--- src/hdl/stgf_pkg.sv ---
// ----------------------------------------------------------------------------
// stgf_pkg: shared constants for the sine tone generator with fade
// Default parameter values, register indexes, tone limits and the
// coefficients of the quarter-wave sine polynomial.
// ----------------------------------------------------------------------------
package stgf_pkg;

  // parameter defaults
  localparam int SAMPLE_RATE_DEF     = 48000;
  localparam int FADE_FRAMES_DEF     = 200;
  localparam int TAIL_FRAMES_DEF     = 256;
  localparam int SINE_TABLE_BITS_DEF = 10;

  // tone limits and reset values
  localparam int AMPLITUDE  = 6000;
  localparam int FREQ_MIN   = 100;
  localparam int FREQ_MAX   = 8000;
  localparam int FREQ_RESET = 1000;
  localparam int DUR_RESET  = 100;
  localparam int MS_PER_S   = 1000;

  // configuration port
  localparam int CFG_W     = 16;
  localparam int CFG_IDX_W = 1;
  localparam logic [CFG_IDX_W-1:0] REG_TONE_FREQUENCY = 1'b0;
  localparam logic [CFG_IDX_W-1:0] REG_DURATION_MS    = 1'b1;

  // sample path widths
  localparam int SAMPLE_W   = 14;
  localparam int MAG_W      = 13;  // magnitude never exceeds AMPLITUDE
  localparam int SINE_W     = 15;  // Q15 magnitude, capped at 32767
  localparam int POLY_W     = 16;
  localparam int AMP_PROD_W = 28;  // AMPLITUDE * 32767 fits here
  localparam int Q15_SHIFT  = 15;

  // quarter-wave polynomial coefficients (Q15 scaled)
  localparam logic [POLY_W-1:0] COEF_C1  = 16'd51472;
  localparam logic [POLY_W-1:0] COEF_C3  = 16'd21167;
  localparam logic [POLY_W-1:0] COEF_C5  = 16'd2611;
  localparam logic [POLY_W-1:0] COEF_C7  = 16'd153;
  localparam logic [POLY_W-1:0] HALF_PI  = 16'h8000;
  localparam logic [POLY_W-1:0] SINE_CAP = 16'd32767;

endpackage

--- src/hdl/sine_tone_generator_fade_core.sv ---
// Tone frame: out_valid rises after the bit-serial phase-to-index divider, the polynomial
//   steps and the 13-step fade divider; a new transaction is taken only once the frame
//   has been loaded into the output register.
// Silent frame: no divider runs; the next transaction is taken once the frame is loaded.
// Idle ticks give no frame. A duration write holds in_ready low during the length divide.
// Reset (synchronous, rst_n low): idle, 1000 Hz, 100 ms, phase and counters at zero.
// ----------------------------------------------------------------------------
// sine_tone_generator_fade_core: DDS beep with linear fade and silent tail
// One stereo frame per non-idle tick: sine from a Q15 polynomial on a shared multiplier,
// scaled by the fade ratio through a bit-serial divider, then trailing silence.
// ----------------------------------------------------------------------------
module sine_tone_generator_fade_core #(
  parameter int SAMPLE_RATE     = stgf_pkg::SAMPLE_RATE_DEF,
  parameter int FADE_FRAMES     = stgf_pkg::FADE_FRAMES_DEF,
  parameter int TAIL_FRAMES     = stgf_pkg::TAIL_FRAMES_DEF,
  parameter int SINE_TABLE_BITS = stgf_pkg::SINE_TABLE_BITS_DEF
) (
  input  logic                                 clk,
  input  logic                                 rst_n,
  // configuration
  input  logic                                 cfg_we,
  input  logic [stgf_pkg::CFG_IDX_W-1:0]       cfg_index,
  input  logic [stgf_pkg::CFG_W-1:0]           cfg_data,
  // ticks
  input  logic                                 in_valid,
  output logic                                 in_ready,
  input  logic                                 in_start_req,
  // frames
  output logic                                 out_valid,
  input  logic                                 out_ready,
  output logic signed [stgf_pkg::SAMPLE_W-1:0] out_sample_left,
  output logic signed [stgf_pkg::SAMPLE_W-1:0] out_sample_right,
  output logic                                 out_tone_on,
  output logic                                 out_last
);

  localparam int     B        = SINE_TABLE_BITS;
  localparam int     PH_W     = $clog2(SAMPLE_RATE);
  localparam int     FREQ_W   = $clog2(stgf_pkg::FREQ_MAX + 1);
  localparam longint PROD_MAX = longint'(65535) * longint'(SAMPLE_RATE);
  localparam int     PROD_W   = $clog2(PROD_MAX + 1);
  localparam longint TOT_MAX  = PROD_MAX / stgf_pkg::MS_PER_S;
  localparam int     TOT_W    = $clog2(TOT_MAX + 1);
  localparam int     DREM_W   = $clog2(stgf_pkg::MS_PER_S);
  localparam int     PCNT_W   = $clog2(PROD_W + 1);
  localparam int     TOT_RST  = (SAMPLE_RATE * stgf_pkg::DUR_RESET) / stgf_pkg::MS_PER_S;
  localparam int     FADE_W   = $clog2(FADE_FRAMES + 1);
  localparam int     SIL_W    = (TAIL_FRAMES > 0) ? $clog2(TAIL_FRAMES + 1) : 1;
  localparam int     ICNT_W   = $clog2(B + 1);
  localparam int     MAG_W    = stgf_pkg::MAG_W;
  localparam int     DCNT_W   = $clog2(MAG_W + 1);
  localparam int     FPROD_W  = stgf_pkg::AMP_PROD_W + FADE_W;
  localparam int     X_W      = FPROD_W - stgf_pkg::Q15_SHIFT;
  localparam int     POLY_W   = stgf_pkg::POLY_W;
  localparam int     SAMPLE_W = stgf_pkg::SAMPLE_W;

  typedef enum logic [2:0] {
    MODE_IDLE = 3'b001,
    MODE_TONE = 3'b010,
    MODE_TAIL = 3'b100
  } mode_t;

  typedef enum logic [6:0] {
    S_IDLE = 7'b0000001,
    S_IDX  = 7'b0000010,
    S_POLY = 7'b0000100,
    S_AMP  = 7'b0001000,
    S_FADE = 7'b0010000,
    S_DIV  = 7'b0100000,
    S_DONE = 7'b1000000
  } seq_state_t;

  typedef enum logic [4:0] {
    PS_SQ  = 5'b00001,
    PS_P1  = 5'b00010,
    PS_P2  = 5'b00100,
    PS_P3  = 5'b01000,
    PS_OUT = 5'b10000
  } poly_step_t;

  localparam mode_t TAIL_ENTRY = (TAIL_FRAMES > 0) ? MODE_TAIL : MODE_IDLE;

  // control and beep state
  seq_state_t         state_r;
  poly_step_t         pstep_r;
  mode_t              mode_r;
  logic [TOT_W-1:0]   fi_r;
  logic [PH_W-1:0]    ph_r;
  logic [SIL_W-1:0]   sil_r;
  logic [FREQ_W-1:0]  freq_r;
  logic [TOT_W-1:0]   total_r;
  logic               tot_busy_r;
  logic [PCNT_W-1:0]  tc_r;
  logic [ICNT_W-1:0]  icnt_r;
  logic [DCNT_W-1:0]  dcnt_r;
  logic               out_valid_r;

  // datapath
  logic [PROD_W-1:0]                tp_r;
  logic [DREM_W-1:0]                tr_r;
  logic [TOT_W-1:0]                 tq_r;
  logic [PH_W-1:0]                  ir_r;
  logic [B-1:0]                     idx_r;
  logic [POLY_W-1:0]                t2_r;
  logic [POLY_W-1:0]                p_r;
  logic [stgf_pkg::AMP_PROD_W-1:0]  a_r;
  logic [FADE_W-1:0]                rem_eff_r;
  logic [X_W-1:0]                   nr_r;
  logic [X_W-1:0]                   dv_r;
  logic [MAG_W-1:0]                 mag_r;
  logic                             tone_r;
  logic                             last_r;
  logic signed [SAMPLE_W-1:0]       out_sample_r;
  logic                             out_tone_r;
  logic                             out_last_r;

  logic accept;
  logic out_load;
  assign accept   = in_valid && in_ready;
  assign in_ready = (state_r == S_IDLE) && !tot_busy_r;
  assign out_load = (state_r == S_DONE) && (!out_valid_r || out_ready);

  // --------------------------------------------------------------------------
  // per-tick decisions
  // --------------------------------------------------------------------------
  logic [TOT_W-1:0]  fi0;
  logic [PH_W-1:0]   ph0;
  mode_t             mode0;
  mode_t             mode1;
  logic              early_end;
  logic              fade_on;
  logic [TOT_W:0]    fi_inc;
  logic              fin_tone;
  logic [PH_W:0]     ph_sum;
  logic [PH_W-1:0]   ph_nxt;
  logic [SIL_W-1:0]  sil0;
  logic [SIL_W:0]    sil_inc;
  logic              fin_tail;
  logic [FADE_W-1:0] rem_eff_nxt;

  always_comb begin
    fi0       = in_start_req ? '0 : fi_r;
    ph0       = in_start_req ? '0 : ph_r;
    mode0     = in_start_req ? MODE_TONE : mode_r;
    early_end = (mode0 == MODE_TONE) && (fi0 >= total_r);
    mode1     = early_end ? TAIL_ENTRY : mode0;
    fade_on   = ({1'b0, total_r} > (TOT_W+1)'(FADE_FRAMES)) &&
                (({1'b0, fi0} + (TOT_W+1)'(FADE_FRAMES)) >= {1'b0, total_r});
    rem_eff_nxt = fade_on ? FADE_W'(total_r - fi0) : FADE_W'(FADE_FRAMES);
    fi_inc    = {1'b0, fi0} + (TOT_W+1)'(1);
    fin_tone  = fi_inc >= {1'b0, total_r};
    ph_sum    = (PH_W+1)'(ph0) + (PH_W+1)'(freq_r);
    ph_nxt    = (ph_sum >= (PH_W+1)'(SAMPLE_RATE)) ?
                PH_W'(ph_sum - (PH_W+1)'(SAMPLE_RATE)) : PH_W'(ph_sum);
    sil0      = early_end ? '0 : sil_r;
    sil_inc   = (SIL_W+1)'(sil0) + (SIL_W+1)'(1);
    fin_tail  = sil_inc >= (SIL_W+1)'(TAIL_FRAMES);
  end

  // --------------------------------------------------------------------------
  // serial units
  // --------------------------------------------------------------------------
  // tone length: duration * SAMPLE_RATE / 1000, one quotient bit a cycle
  logic [DREM_W:0]   trs;
  logic              tge;
  logic [TOT_W-1:0]  tq_nxt;
  logic [DREM_W-1:0] tr_nxt;
  always_comb begin
    trs    = {tr_r, tp_r[PROD_W-1]};
    tge    = trs >= (DREM_W+1)'(stgf_pkg::MS_PER_S);
    tr_nxt = tge ? DREM_W'(trs - (DREM_W+1)'(stgf_pkg::MS_PER_S)) : DREM_W'(trs);
    tq_nxt = {tq_r[TOT_W-2:0], tge};
  end

  // phase to table index: (phase << B) / SAMPLE_RATE, restoring, one bit a cycle
  logic [PH_W:0] irs;
  logic          ige;
  always_comb begin
    irs = {ir_r, 1'b0};
    ige = irs >= (PH_W+1)'(SAMPLE_RATE);
  end

  // quarter-wave argument from the index
  logic [1:0]        quad;
  logic [POLY_W-1:0] t_even;
  logic [POLY_W-1:0] t_c;
  always_comb begin
    quad   = idx_r[B-1:B-2];
    t_even = POLY_W'(idx_r[B-3:0]) << (17 - B);
    t_c    = quad[0] ? (stgf_pkg::HALF_PI - t_even) : t_even;
  end

  // shared polynomial multiplier
  logic [POLY_W-1:0]   mul_a;
  logic [POLY_W-1:0]   mul_b;
  logic [2*POLY_W-1:0] mul_p;
  logic [POLY_W:0]     mul_q;
  always_comb begin
    case (pstep_r)
      PS_SQ: begin
        mul_a = t_c;
        mul_b = t_c;
      end
      PS_P1: begin
        mul_a = t2_r;
        mul_b = stgf_pkg::COEF_C7;
      end
      PS_P2, PS_P3: begin
        mul_a = t2_r;
        mul_b = p_r;
      end
      PS_OUT: begin
        mul_a = t_c;
        mul_b = p_r;
      end
      default: begin
        mul_a = '0;
        mul_b = '0;
      end
    endcase
    mul_p = (2*POLY_W)'(mul_a) * (2*POLY_W)'(mul_b);
    mul_q = mul_p[2*POLY_W-1:stgf_pkg::Q15_SHIFT];
  end

  logic [FPROD_W-1:0] fprod;
  logic               dge;
  assign fprod = FPROD_W'(a_r) * FPROD_W'(rem_eff_r);
  assign dge   = nr_r >= dv_r;

  // --------------------------------------------------------------------------
  // control registers
  // --------------------------------------------------------------------------
  always_ff @(posedge clk) begin
    if (!rst_n) begin
      state_r     <= S_IDLE;
      pstep_r     <= PS_SQ;
      mode_r      <= MODE_IDLE;
      fi_r        <= '0;
      ph_r        <= '0;
      sil_r       <= '0;
      freq_r      <= FREQ_W'(stgf_pkg::FREQ_RESET);
      total_r     <= TOT_W'(TOT_RST);
      tot_busy_r  <= 1'b0;
      tc_r        <= '0;
      icnt_r      <= '0;
      dcnt_r      <= '0;
      out_valid_r <= 1'b0;
    end else begin
      // configuration writes
      if (cfg_we) begin
        case (cfg_index)
          stgf_pkg::REG_TONE_FREQUENCY: begin
            if (cfg_data < stgf_pkg::CFG_W'(stgf_pkg::FREQ_MIN)) begin
              freq_r <= FREQ_W'(stgf_pkg::FREQ_MIN);
            end else if (cfg_data > stgf_pkg::CFG_W'(stgf_pkg::FREQ_MAX)) begin
              freq_r <= FREQ_W'(stgf_pkg::FREQ_MAX);
            end else begin
              freq_r <= FREQ_W'(cfg_data);
            end
          end
          stgf_pkg::REG_DURATION_MS: begin
            tot_busy_r <= 1'b1;
            tc_r       <= PCNT_W'(PROD_W);
          end
          default: ;
        endcase
      end

      // tone length divider
      if (tot_busy_r && !(cfg_we && cfg_index == stgf_pkg::REG_DURATION_MS)) begin
        tc_r <= tc_r - PCNT_W'(1);
        if (tc_r == PCNT_W'(1)) begin
          total_r    <= tq_nxt;
          tot_busy_r <= 1'b0;
        end
      end

      // output register
      if (out_load) begin
        out_valid_r <= 1'b1;
      end else if (out_ready) begin
        out_valid_r <= 1'b0;
      end

      case (state_r)
        S_IDLE: begin
          if (accept) begin
            case (mode1)
              MODE_TONE: begin
                fi_r   <= TOT_W'(fi_inc);
                ph_r   <= ph_nxt;
                icnt_r <= ICNT_W'(B);
                if (fin_tone) begin
                  mode_r <= TAIL_ENTRY;
                  sil_r  <= '0;
                end else begin
                  mode_r <= MODE_TONE;
                end
                state_r <= S_IDX;
              end
              MODE_TAIL: begin
                fi_r    <= fi0;
                ph_r    <= ph0;
                sil_r   <= SIL_W'(sil_inc);
                mode_r  <= fin_tail ? MODE_IDLE : MODE_TAIL;
                state_r <= S_DONE;
              end
              default: begin
                // idle tick: no frame
                fi_r   <= fi0;
                ph_r   <= ph0;
                mode_r <= mode1;
              end
            endcase
          end
        end
        S_IDX: begin
          icnt_r <= icnt_r - ICNT_W'(1);
          if (icnt_r == ICNT_W'(1)) begin
            pstep_r <= PS_SQ;
            state_r <= S_POLY;
          end
        end
        S_POLY: begin
          case (pstep_r)
            PS_SQ:   pstep_r <= PS_P1;
            PS_P1:   pstep_r <= PS_P2;
            PS_P2:   pstep_r <= PS_P3;
            PS_P3:   pstep_r <= PS_OUT;
            PS_OUT:  state_r <= S_AMP;
            default: pstep_r <= PS_SQ;
          endcase
        end
        S_AMP: begin
          state_r <= S_FADE;
        end
        S_FADE: begin
          dcnt_r  <= DCNT_W'(MAG_W);
          state_r <= S_DIV;
        end
        S_DIV: begin
          dcnt_r <= dcnt_r - DCNT_W'(1);
          if (dcnt_r == DCNT_W'(1)) begin
            state_r <= S_DONE;
          end
        end
        S_DONE: begin
          if (out_load) begin
            state_r <= S_IDLE;
          end
        end
        default: state_r <= S_IDLE;
      endcase
    end
  end

  // --------------------------------------------------------------------------
  // datapath registers
  // --------------------------------------------------------------------------
  always_ff @(posedge clk) begin
    if (cfg_we && cfg_index == stgf_pkg::REG_DURATION_MS) begin
      tp_r <= PROD_W'(cfg_data) * PROD_W'(SAMPLE_RATE);
      tr_r <= '0;
      tq_r <= '0;
    end else if (tot_busy_r) begin
      tp_r <= tp_r << 1;
      tr_r <= tr_nxt;
      tq_r <= tq_nxt;
    end

    case (state_r)
      S_IDLE: begin
        if (accept) begin
          ir_r      <= ph0;
          rem_eff_r <= rem_eff_nxt;
          if (mode1 == MODE_TONE) begin
            tone_r <= 1'b1;
            last_r <= fin_tone && (TAIL_FRAMES == 0);
          end else begin
            // silent frame
            tone_r <= 1'b0;
            last_r <= fin_tail;
            mag_r  <= '0;
          end
        end
      end
      S_IDX: begin
        ir_r  <= ige ? PH_W'(irs - (PH_W+1)'(SAMPLE_RATE)) : PH_W'(irs);
        idx_r <= {idx_r[B-2:0], ige};
      end
      S_POLY: begin
        case (pstep_r)
          PS_SQ:  t2_r <= mul_q[POLY_W-1:0];
          PS_P1:  p_r  <= stgf_pkg::COEF_C5 - mul_q[POLY_W-1:0];
          PS_P2:  p_r  <= stgf_pkg::COEF_C3 - mul_q[POLY_W-1:0];
          PS_P3:  p_r  <= stgf_pkg::COEF_C1 - mul_q[POLY_W-1:0];
          PS_OUT: p_r  <= (mul_q > (POLY_W+1)'(stgf_pkg::SINE_CAP)) ?
                          stgf_pkg::SINE_CAP : mul_q[POLY_W-1:0];
          default: ;
        endcase
      end
      S_AMP: begin
        a_r <= stgf_pkg::AMP_PROD_W'(p_r[stgf_pkg::SINE_W-1:0]) *
               stgf_pkg::AMP_PROD_W'(stgf_pkg::AMPLITUDE);
      end
      S_FADE: begin
        // fade ratio applies to every tone frame: outside the fade it is 1
        nr_r <= fprod[FPROD_W-1:stgf_pkg::Q15_SHIFT];
        dv_r <= X_W'(FADE_FRAMES) << (MAG_W - 1);
      end
      S_DIV: begin
        if (dge) begin
          nr_r <= nr_r - dv_r;
        end
        dv_r  <= dv_r >> 1;
        mag_r <= {mag_r[MAG_W-2:0], dge};
      end
      default: ;
    endcase

    if (out_load) begin
      // negative half-wave: negate the magnitude
      out_sample_r <= idx_r[B-1] ? -$signed(SAMPLE_W'(mag_r)) : $signed(SAMPLE_W'(mag_r));
      out_tone_r   <= tone_r;
      out_last_r   <= last_r;
    end
  end

  assign out_valid        = out_valid_r;
  assign out_sample_left  = out_sample_r;
  assign out_sample_right = out_sample_r;
  assign out_tone_on      = out_tone_r;
  assign out_last         = out_last_r;

endmodule
--- config.mk ---
export PLATFORM = sky130hd
export DESIGN_NAME = sine_tone_generator_fade_core
export DESIGN_NICKNAME = d
export VERILOG_FILES = /design/src/hdl/stgf_pkg.sv /design/src/hdl/sine_tone_generator_fade_core.sv
export SDC_FILE = /design/constraint.sdc
export NUM_CORES = 2
export LEC_CHECK = 0
export BUFFER_PORTS_ARGS = -buffer_cell sky130_fd_sc_hd__buf_2
export CORE_MARGIN = 2
export CORE_UTILIZATION = 38
export CTS_CLUSTER_DIAMETER = 150
export CTS_CLUSTER_SIZE = 14
export DETAILED_ROUTE_END_ITERATION = 10
export GPL_TIMING_DRIVEN = 0
export PLACE_DENSITY = 0.61
export SETUP_SLACK_MARGIN = 0.3
export SYNTH_ARGS = -nofsm -noshare
export SYNTH_HDL_FRONTEND = slang
export SYNTH_SLANG_ARGS = --single-unit
export TNS_END_PERCENT = 1
--- constraint.sdc ---
create_clock -name clk -period 8.16 [get_ports clk]
set_clock_uncertainty 0.2 [all_clocks]
set_input_delay 0.408 -clock clk [delete_from_list [all_inputs] [get_ports clk]]
set_output_delay 0.408 -clock clk [all_outputs]
set_load 0.05 [all_outputs]
==> Yosys cells after proc, flatten, opt, wreduce, memory -nomap -nowiden <==
Index checks and enable logic that the tools add are counted.
{ "word_totals": {"mem_bits_ro": 0, "reg_bits": 332, "mem_count": 0, "word_cells": 188, "latchBits": 0, "ram_bits": 0, "input_bits": 23} }
{ "op_classes": {"add_sub_neg": 17, "muxes": 57, "n_mul": 4, "reduce_logical": 37, "eq_ne": 29, "shifts": 0, "bitwise_logic": 1, "magnitude_cmp": 12, "div_mod_pow": 0} }
{ "ops": {"columns": ["cell", "count"], "rows": [
  ["$mux 16", 7],
  ["$pmux 21 s2", 2],
  ["$mux 13", 5],
  ["$mux 32", 2],
  ["$pmux 16 s2", 2],
  ["$pmux 16 s4", 1],
  ["$pmux 7 s7", 1],
  ["$pmux 16 s3", 1],
  ["$ge 23x22->1", 2],
  ["$mux 22", 2],
  ["$mux 7", 5],
  ["$ge 17x16->1 const B", 2],
  ["$mul 16x16->32", 1],
  ["$mul 24x8->32", 1],
  ["$sub 16x16->16 const B", 2],
  ["$pmux 13 s2", 1],
  ["$mul 16x9->25 const B", 1],
  ["$pmux 5 s5", 1],
  ["$mul 15x9->24 const B", 1],
  ["$add 22x1->23 const B", 1],
  ["$add 22x8->23 const B", 1],
  ["$ge 22x22->1", 1],
  ["$gt 22x8->1 const B", 1],
  ["$ge 21x21->1", 1],
  ["61 further kinds", 112]
]} }

==> Depth between registers and ports, before layout <==
{ "depth": {"depth_word": 8, "depth_mapped": 37, "mapped_depth_nobuf": 35} }

==> Worst setup path before layout <==
No wires, ideal clock.
{ "synth_path": {"path_type": "reg-to-reg", "from": "register pstep_r[2]", "to": "register p_r[12] (data pin)", "t_required_ps": 7821, "synth_period_minus_slack_ps": 8945, "setup_slack_ps": -785, "n_path_buf": 3, "setup_time_ps": 139, "arrival_time_ps": 8606, "stages_incl_launch_ff": 34, "path_cell_list": "dfxtp_1 -> or2_2 -> or3_1 -> clkbuf_1 -> nand3_1 -> clkbuf_1 -> nand2_1 -> clkbuf_1 -> nor2_1 -> fa_1 -> inv_1 -> fa_1 -> fa_1 -> inv_1 -> fa_1 -> fa_1 -> inv_1 -> fa_1 -> inv_1 -> ha_1 -> nand2_1 -> nor4_1 -> o21ai_0 -> o21a_1 -> nor2_1 -> xnor2_1 -> inv_1 -> ha_1 -> a21boi_0 -> or2_2 -> nor3_1 -> or4_1 -> a21oi_1 -> nand4b_1"} }
{ "synth_between": {"elab_chain_cells": 7, "elab_cells_between_ends": 17, "classes_between": "add/sub (3); mul (1); order compare (1); eq/ne (5); mux (4); reduce/logical (3)"} }
{ "synth_lines": {"columns": ["element", "line_no", "rtl"], "rows": [
  ["start, declared", "sine_tone_generator_fade_core.sv:85", "poly_step_t pstep_r;"],
  ["start signal, assigned", "sine_tone_generator_fade_core.sv:236", "pstep_r <= PS_SQ;"],
  ["start signal, assigned", "sine_tone_generator_fade_core.sv:320", "pstep_r <= PS_SQ;"],
  ["start signal, assigned", "sine_tone_generator_fade_core.sv:326", "PS_SQ: pstep_r <= PS_P1;"],
  ["$eq 5x5->1 (tied with other cells)", "sine_tone_generator_fade_core.sv:199", "case (pstep_r)"],
  ["$reduce_or 3->1 (no source line) or $reduce_or 2->1 (tied branches)", null, null],
  ["$pmux 16 s3 or $pmux 16 s2 (tied branches)", "sine_tone_generator_fade_core.sv:199", null],
  ["$mul 16x16->32 (*)", "sine_tone_generator_fade_core.sv:221", "mul_p = (2*POLY_W)'(mul_a) * (2*POLY_W)'(mul_b);"],
  ["via mul_p[20]", "sine_tone_generator_fade_core.sv:196", "logic [2*POLY_W-1:0] mul_p;"],
  ["$gt 17x15->1", "sine_tone_generator_fade_core.sv:397", "PS_OUT: p_r <= (mul_q > (POLY_W+1)'(stgf_pkg::SINE_CAP)) ?"],
  ["$mux 16", "sine_tone_generator_fade_core.sv:397", null],
  ["$pmux 16 s4 (*)", "sine_tone_generator_fade_core.sv:392", "case (pstep_r)"],
  ["end signal, assigned", "sine_tone_generator_fade_core.sv:394", "PS_P1: p_r <= stgf_pkg::COEF_C5 - mul_q[POLY_W-1:0];"],
  ["end signal, assigned", "sine_tone_generator_fade_core.sv:395", "PS_P2: p_r <= stgf_pkg::COEF_C3 - mul_q[POLY_W-1:0];"],
  ["end signal, assigned", "sine_tone_generator_fade_core.sv:397", null],
  ["end, declared", "sine_tone_generator_fade_core.sv:105", "logic [POLY_W-1:0] p_r;"]
]} }
Mark *: on every way through the listed nets, which the timed path passes. The rest lies on a longest branch.
A chain may end at the register's enable or synchronous reset.

==> Worst setup path after layout <==
{ "layout_path": {"from": "register idx_r[0]", "to": "register p_r[1] (data pin)"} }
{ "layout_between": {"elab_chain_cells": 7, "elab_cells_between_ends": 11, "classes_between": "add/sub (4); mul (1); order compare (1); mux (5)"} }
{ "layout_lines": {"columns": ["element", "line_no", "rtl"], "rows": [
  ["start, declared", "sine_tone_generator_fade_core.sv:103", "logic [B-1:0] idx_r;"],
  ["start signal, assigned", "sine_tone_generator_fade_core.sv:389", "idx_r <= {idx_r[B-2:0], ige};"],
  ["$sub 16x15->16", "sine_tone_generator_fade_core.sv:190", "t_c = quad[0] ? (stgf_pkg::HALF_PI - t_even) : t_even;"],
  ["$mux 16 (*)", "sine_tone_generator_fade_core.sv:190", null],
  ["$pmux 16 s3 or $pmux 16 s2 (tied branches)", "sine_tone_generator_fade_core.sv:199", null],
  ["$mul 16x16->32 (*)", "sine_tone_generator_fade_core.sv:221", null],
  ["via mul_p[20]", "sine_tone_generator_fade_core.sv:196", null],
  ["$gt 17x15->1 (*)", "sine_tone_generator_fade_core.sv:397", null],
  ["$mux 16 (*)", "sine_tone_generator_fade_core.sv:397", null],
  ["$pmux 16 s4 (*)", "sine_tone_generator_fade_core.sv:392", null]
]} }
Marks and branches as above.

==> flow_summary.toml <==
[synth]
ys_types = 94
yosysWarnings = 0
syn_avg_cell_area_um2 = 8.99
ys_top_cells_by_area = "fa_1, edfxtp_1, ha_1"
yosysTopAreaCellShare_pct = 23.2
synth_seq_area_share_pct = 21.5
synth_area_um2 = 39400
async_reset_ff_share_pct = 0
synth_seq_cells = 331
syn_nets = 5293
yosysTopAreaCell = "fa_1"
synthFlopType = "edfxtp_1"
syn-instance-count = 4388
synth-edff-count = 187

[worst_setup_path]
slowest_delay_ns = 0.57
cp.arrival_ns = 8.78
worst_path_max_delay_cell = "fa_1"
timing.rr.end = "p_r[1]"
crit_fanout = 5
r2r_cells = 33
crit_end = "p_r[1]"
cp_common_cell = "fa_1"
startpoint = "idx_r[0]"
path_class = "register to register"
reg2reg_slack_ns = -0.42
endpoint_kind = "register"
startpoint_type = "register"
rr_startpoint = "idx_r[0]"
critPathRequiredTime_ns = 8.36

[timing]
worstMarginPinSlew_ns = 1.26
drv_slew = 0
max-slew-margin-rel_pct = 16.2
setup_slack_ns = -0.423
fin_crit_ns = 8.58
period_share_pct = 105
fin_setup_tns_ns = -5.13
timing.hold.ws_ns = 0.0379
max_freq_ghz = 0.117
rsz0062_at_grt = "true"
hold_violations = 0
setup_viol = 16

[die]
initial_core_util_pct = 38.2
die_w_um = 326
dieArea_um2 = 106000
rows = 118
dieHeight_um = 326
core-area_um2 = 103000
boundaryPins = 55

[power]
power.density_nw_per_um2 = 187
leakage_nw = 20.1
vdd_drop_max_mv = 0.217

[route]
wl_mm = 103
drt_iter0_drc = 2121
antenna_left = 0
wl_per_cell_um = 17.1
vias_per_cell = 5.21
vias = 31100
drc_errors = 0
first_pass_iters = 6

[clock_tree]
clock_tree.buffer_depth = 3
clkSinkCount = 331
cts-root-buf = "clkbuf_16"
cts_tree = "done"
cts-buffers-inserted = 27
path_clk_slew_ns = 0.08
insertion_delay_ns = 0.59
h-tree-depth = 1

[flow_run]
cap_violations = 0

[global_routing]
antenna_found_initial = 1
grt_pass1_wl_mm = 168
first_global_vias = 31300
grtUsageTotal_pct = 19.3
grt_overflow = 0
grt_start_max_net_pins = 27

[status]
status = "complete, but fails checks"
violations = "negative setup slack"

[place]
dpl_cell_area_um2 = 42100
dp_slack_ns = -1.53
hpwl_mm = 80.9
gp_congestion = 0.915
io_buffers = 53

[cells_and_area]
seq_area_um2 = 8500
final_net_count = 5485
drive_gt1_share_pct = 10.2
mostFrequentLayoutCells = "inv_1, nand2_1, fa_1"
area_delta_synth_final_pct = 12.8
nFillCells = 10100
multiInputGateArea_um2 = 28900
fin_area_um2 = 44500
final_common_cell = "inv_1"

[min_path]
worstHoldPathType = "input pin to register"
[cell families (layout without fill, tap and decap cells)]
| logic type | after synthesis | count (layout) | synth area share (%) |
|---|---|---|---|
| xor+xnor | 186 | 186 | 4.13 |
| compound gates | 726 | 726 | 11.8 |
| buf+inv | 838 | 1046 | 8.18 |
| mux | 44 | 44 | 1.15 |
| fa+ha+maj | 882 | 882 | 36.7 |
| flops | 331 | 331 | 21.5 |
| other cells | 0 | 1 | 0 |
| simple gates | 1381 | 1383 | 16.5 |
[repair_timing]
item / 4_1_cts / 5_1_grt
pin swaps: 53 / 26
hold buffers: 2 / 0
gates resized for setup: 119 / 71
hold endpoints to repair: 2 / 0
setup buffers: 87 / 15
endpoints found under the setup margin: 30 / 27
cloned: 2 / 1
[power by group]
part           leakage, nW  total (mW)  internal, mW  switching (mW)
Clock                0.363        1.26         0.619           0.641
Combinational         16.9        5.02          2.12            2.90
Sequential            2.90        2.05          1.99          0.0614
Total                 20.1        8.34          4.74            3.60
[metrics by stage]
stage | util [%] | instances | power, mW
after CTS | 42.8 | 5962 | 8.19
final | 43.1 | 5979 | 8.34
after global routing | 43.1 | 5978 | 9.03
after global placement | 40.7 | 5821 | 6.55
after floorplan | - | 4388 | 5.61
after detailed placement | 40.8 | 5824 | 6.63
[flip-flops by register name (all words and copies together), names as in the netlist, 20 cells and up]
name and count:
tq_r 21, total_r 22, nr_r 21, fi_r 22, dv_r 20, a_r 24, tp_r 25
[area by class of cell]
class	instances	share of cell area (%)
diodes	1	0.00562
plain buffers	152	2.00
clock buffers	45	1.67
clock inverters	2	0.0337
inverters	686	5.81
multi-input cells	3221	64.9
flip-flops and latches	331	19.1
well taps	1380	3.88
repair buffers	161	2.62
[critical path: cells and delay by family, from the launching register on]
kind | cells | cell delay, ns
compound gates | 10 | 1.62
fa+ha+maj | 8 | 3.61
xor+xnor | 2 | 0.52
buf+inv | 6 | 0.49
simple gates | 7 | 1.40
flops | 1 | 0.51
[worst min-delay path by stage]
stage | slack, ns | end | depth (start not counted) | startpoint
floorplan | 0.20 | out_last | 0 | last_r
global placement | 0.24 | total_r[21] | 2 | tq_r[20]
detailed placement | 0.25 | total_r[11] | 2 | total_r[11]
CTS | 0.03 | freq_r[1] | 3 | cfg_data[1]
global route | 0.06 | freq_r[1] | 3 | cfg_data[1]
finish | 0.04 | freq_r[1] | 3 | cfg_data[1]
[synth_stat cells (7+ instances only)]
library cell    n
a211oi_1       26
a21o_1         51
a21oi_1       185
a22oi_1        30
a311oi_1       10
a31oi_1        30
and2_1        122
and3_1         30
buf_1           7
buf_4          18
clkbuf_1      121
dfxtp_1       144
edfxtp_1      187
fa_1          458
ha_1          424
inv_1         680
mux2_2         10
mux2i_1        34
nand2_1       499
nand2b_1       35
nand3_1        93
nand4_1        29
nand4b_1       10
nor2_1        339
nor2b_1        60
nor3_1         65
nor3b_1         9
nor4_1         16
o211ai_1       21
o21a_1         56
o21ai_0       166
o21ai_1        17
o21bai_1       24
o22ai_1         7
o31ai_1        24
or2_2          16
or3_1          18
or4_1           8
xnor2_1       109
xor2_1         77
[layer usage]
metal	up-vias	track usage [%]	share of wire, %
met2	822	31.9	46
met5	-	0	0
met4	0	5.17	2.8
li1	14900	-	-
met1	15300	26.6	45
met3	167	2.47	5.5
Note: power is estimated with default switching activity, not from simulation.
